[src/cle_pkg.sv]
// cle_pkg: shared constants, codes and control types for the circular list engine
// no dependencies; used by the interfaces, the controller, the datapath and the top level

package cle_pkg;

  // store geometry (DEPTH is a power of two so the ring index wraps by truncation)
  localparam int DEPTH      = 64;
  localparam int ADDR_W     = $clog2(DEPTH);
  localparam int COUNT_W    = $clog2(DEPTH + 1);
  localparam int DATA_WIDTH = 32;

  // transaction field widths
  localparam int MODE_W = 3;
  localparam int POS_W  = 7;
  localparam int WORD_W = 32;

  // request modes; the remaining codes of the field are rejected
  typedef enum logic [MODE_W-1:0] {
    MODE_INSERT = 3'd0,
    MODE_REMOVE = 3'd1,
    MODE_READ   = 3'd2,
    MODE_ROTATE = 3'd3,
    MODE_CLEAR  = 3'd4
  } mode_t;

  // controller states
  typedef enum logic [2:0] {
    ST_IDLE,
    ST_EXEC,
    ST_SHIFT,
    ST_DRAIN,
    ST_DONE
  } state_t;

  // controller to datapath
  typedef struct packed {
    logic load;        // capture the incoming request
    logic read_pos;    // read the slot at the request position
    logic shift_init;  // start the shift counter
    logic shift_step;  // one shift read, advance counter
    logic commit;      // update list state and load the result register
  } cmd_t;

  // datapath to controller
  typedef struct packed {
    logic need_shift;  // insert or remove has entries to move
    logic last_step;   // current shift step is the final one
    logic out_free;    // result register can take a new result
  } status_t;

endpackage

[src/cle_in_if.sv]
// cle_in_if, cle_out_if: request and result channels with valid/ready handshake
// depends on cle_pkg for field widths

interface cle_in_if;
  logic                             valid;
  logic                             ready;
  logic [cle_pkg::MODE_W-1:0]       mode;
  logic [cle_pkg::POS_W-1:0]        position;
  logic signed [cle_pkg::WORD_W-1:0] data_in;

  modport source (output valid, mode, position, data_in, input ready);
  modport sink   (input valid, mode, position, data_in, output ready);
endinterface

interface cle_out_if;
  logic                              valid;
  logic                              ready;
  logic                              ok;
  logic signed [cle_pkg::WORD_W-1:0] data_out;
  logic [cle_pkg::COUNT_W-1:0]       count;

  modport source (output valid, ok, data_out, count, input ready);
  modport sink   (input valid, ok, data_out, count, output ready);
endinterface

[src/cle_ctrl.sv]
// cle_ctrl: state machine sequencing decode, entry shifting and result hand-off
// depends on cle_pkg for state, command and status types

module cle_ctrl (
  input  logic              clk,
  input  logic              rst_n,
  input  logic              in_valid,
  output logic              in_ready,
  input  cle_pkg::status_t  st,
  output cle_pkg::cmd_t     cmd
);
  import cle_pkg::*;

  state_t state_r, state_nxt;

  // state register
  always_ff @(posedge clk) begin
    if (!rst_n) begin
      state_r <= ST_IDLE;
    end else begin
      state_r <= state_nxt;
    end
  end

  // next state
  always_comb begin
    state_nxt = state_r;
    unique case (state_r)
      ST_IDLE: begin
        if (in_valid) state_nxt = ST_EXEC;
      end
      ST_EXEC: begin
        state_nxt = st.need_shift ? ST_SHIFT : ST_DONE;
      end
      ST_SHIFT: begin
        if (st.last_step) state_nxt = ST_DRAIN;
      end
      ST_DRAIN: begin
        state_nxt = ST_DONE;
      end
      ST_DONE: begin
        if (st.out_free) state_nxt = ST_IDLE;
      end
      default: begin
        state_nxt = ST_IDLE;
      end
    endcase
  end

  // outputs
  always_comb begin
    cmd      = '0;
    in_ready = 1'b0;
    unique case (state_r)
      ST_IDLE: begin
        in_ready = 1'b1;
        cmd.load = in_valid;
      end
      ST_EXEC: begin
        cmd.read_pos   = 1'b1;
        cmd.shift_init = st.need_shift;
      end
      ST_SHIFT: begin
        cmd.shift_step = 1'b1;
      end
      ST_DRAIN: begin
      end
      ST_DONE: begin
        cmd.commit = st.out_free;
      end
      default: begin
      end
    endcase
  end

endmodule

[src/cle_datapath.sv]
// cle_datapath: request registers, ring store, shift counter, list state and result register
// depends on cle_pkg; commanded by cle_ctrl

module cle_datapath (
  input  logic                              clk,
  input  logic                              rst_n,
  input  logic [cle_pkg::MODE_W-1:0]        in_mode,
  input  logic [cle_pkg::POS_W-1:0]         in_position,
  input  logic signed [cle_pkg::WORD_W-1:0] in_data_in,
  input  cle_pkg::cmd_t                     cmd,
  output cle_pkg::status_t                  st,
  input  logic                              out_ready,
  output logic                              out_valid,
  output logic                              out_ok,
  output logic signed [cle_pkg::WORD_W-1:0] out_data_out,
  output logic [cle_pkg::COUNT_W-1:0]       out_count
);
  import cle_pkg::*;

  // ring store
  logic [DATA_WIDTH-1:0] mem [DEPTH];

  // request and list state
  logic [MODE_W-1:0]     req_mode_r;
  logic [POS_W-1:0]      req_pos_r;
  logic [DATA_WIDTH-1:0] req_word_r;
  logic [COUNT_W-1:0]    count_r, count_nxt;
  logic [ADDR_W-1:0]     first_r, first_nxt;

  // shift machinery
  logic [COUNT_W-1:0]    d_r;
  logic [COUNT_W-1:0]    src_idx;
  logic                  wpend_r;
  logic [ADDR_W-1:0]     wdst_r;
  logic [DATA_WIDTH-1:0] rd_q_r;
  logic                  rd_en;
  logic [ADDR_W-1:0]     rd_addr;
  logic                  wr_en;
  logic [ADDR_W-1:0]     wr_addr;
  logic [DATA_WIDTH-1:0] wr_data;

  // result register
  logic                  out_valid_r;
  logic                  out_ok_r;
  logic [WORD_W-1:0]     out_data_r;
  logic [COUNT_W-1:0]    out_count_r;

  logic                  legal;
  logic                  is_insert;
  logic                  is_remove;
  logic                  is_read;
  logic [ADDR_W-1:0]     pos_slot;

  // ring slot of a logical position
  function automatic logic [ADDR_W-1:0] slot_of(input logic [ADDR_W-1:0] first,
                                               input logic [COUNT_W-1:0] logical);
    return first + logical[ADDR_W-1:0];
  endfunction

  assign is_insert = (req_mode_r == MODE_INSERT);
  assign is_remove = (req_mode_r == MODE_REMOVE);
  assign is_read   = (req_mode_r == MODE_READ);
  assign pos_slot  = slot_of(first_r, req_pos_r);

  // range check per mode
  always_comb begin
    case (req_mode_r) inside
      MODE_INSERT:
        legal = ({1'b0, req_pos_r} <= {1'b0, count_r}) && (count_r < COUNT_W'(DEPTH));
      MODE_REMOVE, MODE_READ, MODE_ROTATE:
        legal = ({1'b0, req_pos_r} < {1'b0, count_r});
      MODE_CLEAR:
        legal = 1'b1;
      default:
        legal = 1'b0;
    endcase
  end

  // status to the controller
  always_comb begin
    st.need_shift = legal &&
                    ((is_insert && (req_pos_r != count_r)) ||
                     (is_remove && (({1'b0, req_pos_r} + (COUNT_W+1)'(1)) !=
                                    {1'b0, count_r})));
    st.last_step  = is_insert ? ({1'b0, d_r} == ({1'b0, req_pos_r} + (COUNT_W+1)'(1)))
                              : (({1'b0, d_r} + (COUNT_W+1)'(2)) == {1'b0, count_r});
    st.out_free   = !out_valid_r || out_ready;
  end

  // request capture
  always_ff @(posedge clk) begin
    if (cmd.load) begin
      req_mode_r <= in_mode;
      req_pos_r  <= in_position;
      req_word_r <= DATA_WIDTH'(in_data_in);
    end
  end

  // shift source: insert moves entries up, remove moves them down
  assign src_idx = is_insert ? (d_r - COUNT_W'(1)) : (d_r + COUNT_W'(1));

  // read port select
  always_comb begin
    rd_en   = cmd.read_pos || cmd.shift_step;
    rd_addr = cmd.shift_step ? slot_of(first_r, src_idx) : pos_slot;
  end

  // write port select: pending shift write or the inserted word at commit
  always_comb begin
    wr_en   = 1'b0;
    wr_addr = wdst_r;
    wr_data = rd_q_r;
    if (wpend_r) begin
      wr_en = 1'b1;
    end else if (cmd.commit && is_insert && legal) begin
      wr_en   = 1'b1;
      wr_addr = pos_slot;
      wr_data = req_word_r;
    end
  end

  // store access
  always_ff @(posedge clk) begin
    if (wr_en) mem[wr_addr] <= wr_data;
    if (rd_en) rd_q_r <= mem[rd_addr];
  end

  // shift counter and pending write
  always_ff @(posedge clk) begin
    if (!rst_n) begin
      wpend_r <= 1'b0;
    end else begin
      wpend_r <= cmd.shift_step;
    end
  end

  always_ff @(posedge clk) begin
    if (cmd.shift_init) begin
      d_r <= is_insert ? count_r : COUNT_W'(req_pos_r);
    end else if (cmd.shift_step) begin
      d_r <= is_insert ? (d_r - COUNT_W'(1)) : (d_r + COUNT_W'(1));
    end
    if (cmd.shift_step) wdst_r <= slot_of(first_r, d_r);
  end

  // list state after the request
  always_comb begin
    count_nxt = count_r;
    first_nxt = first_r;
    if (legal) begin
      case (req_mode_r)
        MODE_INSERT: count_nxt = count_r + COUNT_W'(1);
        MODE_REMOVE: count_nxt = count_r - COUNT_W'(1);
        MODE_ROTATE: first_nxt = pos_slot;
        MODE_CLEAR: begin
          count_nxt = '0;
          first_nxt = '0;
        end
        default: begin
        end
      endcase
    end
  end

  always_ff @(posedge clk) begin
    if (!rst_n) begin
      count_r <= '0;
      first_r <= '0;
    end else if (cmd.commit) begin
      count_r <= count_nxt;
      first_r <= first_nxt;
    end
  end

  // result register
  always_ff @(posedge clk) begin
    if (!rst_n) begin
      out_valid_r <= 1'b0;
    end else if (cmd.commit) begin
      out_valid_r <= 1'b1;
    end else if (out_ready) begin
      out_valid_r <= 1'b0;
    end
  end

  always_ff @(posedge clk) begin
    if (cmd.commit) begin
      out_ok_r    <= legal;
      out_data_r  <= (legal && is_read) ? WORD_W'(rd_q_r) : '0;
      out_count_r <= count_nxt;
    end
  end

  assign out_valid    = out_valid_r;
  assign out_ok       = out_ok_r;
  assign out_data_out = out_data_r;
  assign out_count    = out_count_r;

  // checks
  a_count_bound: assert property (@(posedge clk) disable iff (!rst_n)
    count_r <= COUNT_W'(DEPTH))
    else $error("list count above store depth");

  a_commit_free: assert property (@(posedge clk) disable iff (!rst_n)
    cmd.commit |-> (!out_valid_r || out_ready))
    else $error("result overwritten before it was taken");

  a_commit_shows: assert property (@(posedge clk) disable iff (!rst_n)
    cmd.commit |=> out_valid_r)
    else $error("committed result not presented");

  a_no_write_clash: assert property (@(posedge clk) disable iff (!rst_n)
    !(wpend_r && cmd.commit))
    else $error("shift write collides with commit");

  a_insert_grows: assert property (@(posedge clk) disable iff (!rst_n)
    (cmd.commit && is_insert && legal) |=> (count_r == $past(count_r) + COUNT_W'(1)))
    else $error("accepted insert did not grow the list");

endmodule

[src/circular_list_engine.sv]
// circular_list_engine: top level of the bounded circular ordered list
// depends on cle_pkg, cle_in_if/cle_out_if, cle_ctrl and cle_datapath
//
// Usage
//   in_if  : request transactions (mode, position, data_in), valid/ready.
//   out_if : one result transaction per request (ok, data_out, count).
//   Requests are served one at a time. A request is taken in the idle state,
//   decoded in the next cycle, then insert and remove move the entries behind
//   the position one per cycle through the single-port-pair ring store
//   (read one slot, write the neighbour in the following cycle, overlapped).
//   Read, rotate, clear, rejected requests and shift-free inserts/removes go
//   from decode straight to the result; otherwise n entries move, n being
//   count - position for insert and count - position - 1 for remove, which
//   is at most 63 entries at a depth of 64. The next request is taken only
//   in the idle state after the result is registered, so a request is never
//   taken before the one ahead of it has been committed.
//   A result sits in an output register until taken; a new request is still
//   accepted meanwhile, and its commit waits while the previous result is
//   stalled by out_if.ready low. Nothing is lost or repeated under back-pressure.
//   Reset (rst_n low, synchronous) empties the list and drops any pending
//   result; store contents are undefined until written and need no clearing.

module circular_list_engine (
  input  logic       clk,
  input  logic       rst_n,
  cle_in_if.sink     in_if,
  cle_out_if.source  out_if
);
  import cle_pkg::*;

  cmd_t    cmd;
  status_t st;

  // sequencing
  cle_ctrl u_ctrl (
    .clk      (clk),
    .rst_n    (rst_n),
    .in_valid (in_if.valid),
    .in_ready (in_if.ready),
    .st       (st),
    .cmd      (cmd)
  );

  // store and list state
  cle_datapath u_datapath (
    .clk          (clk),
    .rst_n        (rst_n),
    .in_mode      (in_if.mode),
    .in_position  (in_if.position),
    .in_data_in   (in_if.data_in),
    .cmd          (cmd),
    .st           (st),
    .out_ready    (out_if.ready),
    .out_valid    (out_if.valid),
    .out_ok       (out_if.ok),
    .out_data_out (out_if.data_out),
    .out_count    (out_if.count)
  );

endmodule
[src/flat_wrapper.sv]
// flat-port wrapper written by rule: the top's interface ports become plain ports
module circular_list_engine_flat import cle_pkg::*;
  (clk, rst_n, in_if_valid, in_if_mode, in_if_position, in_if_data_in, in_if_ready, out_if_valid, out_if_ok, out_if_data_out, out_if_count, out_if_ready);
  cle_in_if in_if_i ();
  cle_out_if out_if_i ();
  input  logic clk;
  input  logic rst_n;
  input wire logic [$bits(in_if_i.valid)-1:0] in_if_valid;
  input wire logic [$bits(in_if_i.mode)-1:0] in_if_mode;
  input wire logic [$bits(in_if_i.position)-1:0] in_if_position;
  input wire logic [$bits(in_if_i.data_in)-1:0] in_if_data_in;
  output wire logic [$bits(in_if_i.ready)-1:0] in_if_ready;
  output wire logic [$bits(out_if_i.valid)-1:0] out_if_valid;
  output wire logic [$bits(out_if_i.ok)-1:0] out_if_ok;
  output wire logic [$bits(out_if_i.data_out)-1:0] out_if_data_out;
  output wire logic [$bits(out_if_i.count)-1:0] out_if_count;
  input wire logic [$bits(out_if_i.ready)-1:0] out_if_ready;
  assign in_if_i.valid = in_if_valid;
  assign in_if_i.mode = in_if_mode;
  assign in_if_i.position = in_if_position;
  assign in_if_i.data_in = in_if_data_in;
  assign in_if_ready = in_if_i.ready;
  assign out_if_valid = out_if_i.valid;
  assign out_if_ok = out_if_i.ok;
  assign out_if_data_out = out_if_i.data_out;
  assign out_if_count = out_if_i.count;
  assign out_if_i.ready = out_if_ready;
  circular_list_engine u_core (.clk(clk), .rst_n(rst_n), .in_if(in_if_i), .out_if(out_if_i));
endmodule
[config.mk]
export PLATFORM = sky130hd
export DESIGN_NAME = circular_list_engine_flat
export DESIGN_NICKNAME = d
export VERILOG_FILES = /design/src/cle_pkg.sv /design/src/cle_in_if.sv /design/src/cle_ctrl.sv /design/src/cle_datapath.sv /design/src/circular_list_engine.sv /design/src/flat_wrapper.sv
export SDC_FILE = /design/constraint.sdc
export NUM_CORES = 2
export LEC_CHECK = 0
export BUFFER_PORTS_ARGS = -buffer_cell sky130_fd_sc_hd__buf_2
export CORE_MARGIN = 2
export CORE_UTILIZATION = 45
export DETAILED_ROUTE_END_ITERATION = 10
export MAX_ROUTING_LAYER = met4
export SYNTH_ARGS = -nofsm -noshare
export SYNTH_HDL_FRONTEND = slang
export SYNTH_SLANG_ARGS = --single-unit
[constraint.sdc]
create_clock -name clk -period 9 [get_ports clk]
set_input_delay 0.9 -clock clk [delete_from_list [all_inputs] [get_ports clk]]
set_output_delay 0.9 -clock clk [all_outputs]
set_load 0.05 [all_outputs]
==> results.rst <==
.. list-table::
   :header-rows: 1

   * - Metric
     - Value
   * - Total grt overflow
     - 0
   * - Number of placed instances, taps included
     - 9079
   * - Unrepaired setup endpoints after global routing
     - false
   * - Top FF cell, synth
     - edfxtp_1
   * - Endpoint of the worst-slack reg-to-reg timing path
     - u_core.u_datapath.rd_q_r[26]
   * - Clock Skew
     - ~0.032 ns
   * - Crit path kind
     - register to register
   * - Post-Synthesis Cells
     - 6743
   * - Synth-to-Final Area Change
     - 12.9%
   * - Worst-case headroom to the max-slew limit
     - 1.19%
   * - Met3 routing resource usage after global routing
     - 3.95%
   * - Cts repair resizes
     - 0
   * - GR Util met1
     - between 30% and 40%
   * - Minimum clock period after layout
     - 6.41 ns
   * - Final wirelength
     - roughly 260000 um
   * - Clock Pin Slew Worst Setup and Hold Paths
     - 0.06 ns
   * - Combinational power share
     - 7.2%
   * - Commonest non-fill, non-tap cells in the layout
     - edfxtp_1 (2175), nand2_1 (1954), nand3_1 (905)
   * - Final count of negative-setup-slack endpoints
     - 0
   * - Result of the run
     - finished, violations left
   * - Number of stages on the worst hold path
     - 1
   * - Proportion of synthesized chip area in sequential cells
     - 74.8%
   * - Die height
     - 446 um
   * - Number of standard-cell rows in the floorplan
     - 162
   * - Async set-or-reset flop fraction in the synthesized netlist
     - 0%
   * - Synth Net Count
     - 6823
   * - Violated checks
     - max-capacitance violations
   * - Post-synthesis cell area
     - 87800 sq um
   * - Worst reg2reg path startpoint
     - u_core.u_datapath.req_mode_r[2]
   * - Max-slew violation count
     - 0
   * - Critical Path Start Type
     - register
   * - Starting density of the core
     - 45.1%
   * - Arrival time worst endpoint
     - 6.92 ns
   * - Hold WC Path Type
     - input pin to register
   * - Overall via count from detail_route
     - ~57000
   * - Final clock period utilization by the worst path
     - 71.2%
   * - Clock tree from TritonCTS
     - built
   * - Hold_ws
     - 0.230 ns
   * - Number of violations reported at the end of detailed-routing iteration 0
     - 7316
   * - Net Switching
     - 5.13 mW
   * - Post-Place Worst Slack
     - approximately 2.6 ns
   * - Switching fraction of total power
     - 23.3%
   * - Clock power share
     - 40.9%
   * - Number of failing hold endpoints at the final stage
     - 0
   * - Hold-fix buffers, CTS
     - 0
   * - Total die area
     - 199000 sq um
   * - Root cell of the clock tree
     - clkbuf_16
   * - Total GRT Usage
     - around a quarter
   * - DRC violation count after routing
     - 0
   * - Per-cell routed wire length
     - 27.4 um
   * - Flip-flop and latch count after synthesis
     - 2193
   * - Setup repair bufs after CTS
     - 0
   * - Clk sinks
     - 2193
   * - Pwr Density
     - about 220 nW/um^2
   * - Number of warnings printed during yosys synthesis
     - 0
   * - Number of vias per cell
     - 5.98
   * - Vias in the first global route
     - approximately 54000
   * - Share of total power in sequential cells
     - around half
   * - Leading cell type in the layout, fill and taps excluded
     - edfxtp_1
   * - Number of antenna violations at the first check in global routing
     - 7
   * - First drt pass iteration count
     - 5
   * - Clock tree buffer depth
     - 3
   * - First-pass GRT wire length
     - 376000 um
   * - IO buf count
     - 87
   * - Depth of the worst register-to-register path
     - 14
   * - X dimension of the die
     - 446 um
   * - Post-route worst setup slack
     - ~2.6 ns
   * - Maximum number of pins on one net before global-route repair
     - 183
   * - Count of placed standard cells in the final layout, fillers left out
     - around 9500
   * - I/O pins
     - slightly below 90
   * - Total Neg Setup Slack
     - 0 ns
   * - Ratio of cells with drive above 1 in the final layout
     - 10.3%
   * - Insertion delay to the later sink of the worst-skew pair
     - 0.85 ns
   * - Post-detailed-placement half-perimeter wirelength
     - 131000 um
   * - Critical path startpoint
     - u_core.u_datapath.req_mode_r[2]
   * - Worst R2R Setup Slack
     - 2.59 ns
   * - Maximum level of the CTS H-tree
     - 4
   * - Met2 global-route usage
     - 40.7%
   * - Post-Synthesis Mean Instance Area
     - about 13 sq um
   * - Transition time at the pin with the least slew margin
     - 1.47 ns
   * - Max rail drop VDD
     - about 0.21 mV
   * - Max-capacitance violation count
     - 2
   * - Final-layout fill cell count
     - 16200
   * - CP Capture Type
     - register
   * - Leak Pwr
     - 33.4 nW
   * - Post-synth EDFFs
     - 2175
   * - Destination of the critical timing path
     - u_core.u_datapath.rd_q_r[26]
   * - Highest attainable clock frequency
     - approximately 160 MHz
   * - Critical path fanouts, max
     - 75
   * - Placeable core region
     - 194000 sq um
   * - Synth cell types
     - 71
   * - Net count reported at finish
     - 6840
   * - Required arrival time at the worst endpoint
     - approximately 9.5 ns
   * - Busiest metal layer after global routing
     - met2
   * - Placer's final routability congestion estimate
     - 0.865
   * - Internal power summed over all cells
     - 16.9 mW
   * - Number of clock buffers inserted by TritonCTS
     - 221
   * - Post-DRT Antenna Nets
     - 0
## critical path, stage by stage (launching register included)
cell and delay, ns:
edfxtp_1 0.51, nor3_1 0.26, buf_4 0.24, xnor2_1 0.14, ha_1 0.29, fa_1 0.44
nor4b_1 0.68, a21o_4 0.75, buf_4 0.53, nand3_2 0.11, buf_4 0.38, o22ai_1 0.29
nor3_1 0.12, a211oi_1 1.19, a31oi_1 0.06
## sequential cells by signal, indices dropped and copies added (netlist names)
register	flops
u_core.u_datapath.wpend_r	1
u_core.u_datapath.req_word_r	32
u_core.u_datapath.d_r	7
u_core.u_ctrl.state_r	3
u_core.u_datapath.out_count	7
u_core.u_datapath.out_valid	1
u_core.u_datapath.wdst_r	6
u_core.u_datapath.out_ok	1
u_core.u_datapath.rd_q_r	32
u_core.u_datapath.first_r	6
u_core.u_datapath.out_data_out	32
u_core.u_datapath.count_r	7
u_core.u_datapath.mem	2048
u_core.u_datapath.req_pos_r	7
u_core.u_datapath.req_mode_r	3
## cells in the mapped netlist (all sizes together), types with 19 or more instances
| cell type | instances | area [sq um] |
|---|---|---|
| edfxtp | 2175 | 65300 |
| nand2 | 1987 | 7460 |
| nand3 | 907 | 4540 |
| clkbuf | 368 | 1380 |
| a21oi | 261 | 1310 |
| nor2 | 94 | 353 |
| and3 | 74 | 463 |
| buf | 73 | 359 |
| a32oi | 64 | 561 |
| a211oi | 62 | 465 |
| a311oi | 62 | 543 |
| nor3 | 50 | 260 |
| mux2i | 41 | 423 |
| and2 | 38 | 238 |
| a31oi | 37 | 231 |
| o21ai | 34 | 170 |
| xnor2 | 33 | 289 |
| a41oi | 32 | 280 |
| inv | 32 | 120 |
| o22ai | 32 | 200 |
| a221oi | 31 | 272 |
| a41o | 31 | 310 |
| o41ai | 31 | 272 |
| ha | 30 | 375 |
| xor2 | 19 | 166 |
## power groups by stage
stage | clock network (mW) | logic, mW | registers, mW
after floorplan | 0 | 0.946 | 11.6
after global placement | 0 | 1.56 | 11.6
after detailed placement | 0 | 1.58 | 11.6
after CTS | 9.11 | 1.58 | 11.4
after global routing | 9.54 | 1.71 | 11.4
final | 9.00 | 1.59 | 11.4
## worst min path at each step
stage,start,to
3_3_place_gp,u_core.u_datapath.out_valid,u_core.u_datapath.out_valid
4_1_cts,in_if_data_in[13],u_core.u_datapath.req_word_r[13]
2_1_floorplan,u_core.u_datapath.count_r[2],u_core.u_datapath.count_r[2]
3_5_place_dp,u_core.u_datapath.out_valid,u_core.u_datapath.out_valid
6_report,in_if_data_in[11],u_core.u_datapath.req_word_r[11]
5_1_grt,in_if_data_in[29],u_core.u_datapath.req_word_r[29]
## per-stage QoR
stage / power (mW) / cell area (sq um) / util [%]
2_1_floorplan: 12.5 / 87800 / -
5_1_grt: 22.6 / 99000 / 51.0
3_5_place_dp: 13.2 / 92000 / 47.3
4_1_cts: 22.1 / 99000 / 51.0
3_3_place_gp: 13.2 / 91900 / 47.3
6_report: 22.0 / 99100 / 51.0
## kinds of logic (layout without fill, tap and decap cells)
group / Yosys count / count (layout) / share of synthesized area, %
simple gates: 3204 / 3204 / 15.6
flops: 2193 / 2193 / 74.8
compound gates: 736 / 736 / 5.80
buf+inv: 476 / 683 / 2.13
xor+xnor: 53 / 53 / 0.546
mux: 47 / 47 / 0.559
fa+ha+maj: 34 / 34 / 0.519
other cells: 0 / 10 / 0
## metal layers
metal | wire length [um] | share of wire, %
met3 | 21900 | 8.4
met5 | 0 | 0
met1 | 106000 | 41
met4 | 11300 | 4.4
met2 | 121000 | 47
## cell type report
cell class / instances / area [sq um] / share of cell area [%]
sequential: 2193 / 65700 / 66.3
multi-input combinational: 4074 / 21200 / 21.4
clock buffer: 264 / 5780 / 5.83
tap: 2542 / 3180 / 3.21
timing repair buffer: 235 / 1770 / 1.79
clock inverter: 149 / 1310 / 1.32
inverter: 35 / 131 / 0.133
antenna: 10 / 25.0 / 0.0253
Power figures use the tool's default switching activity.
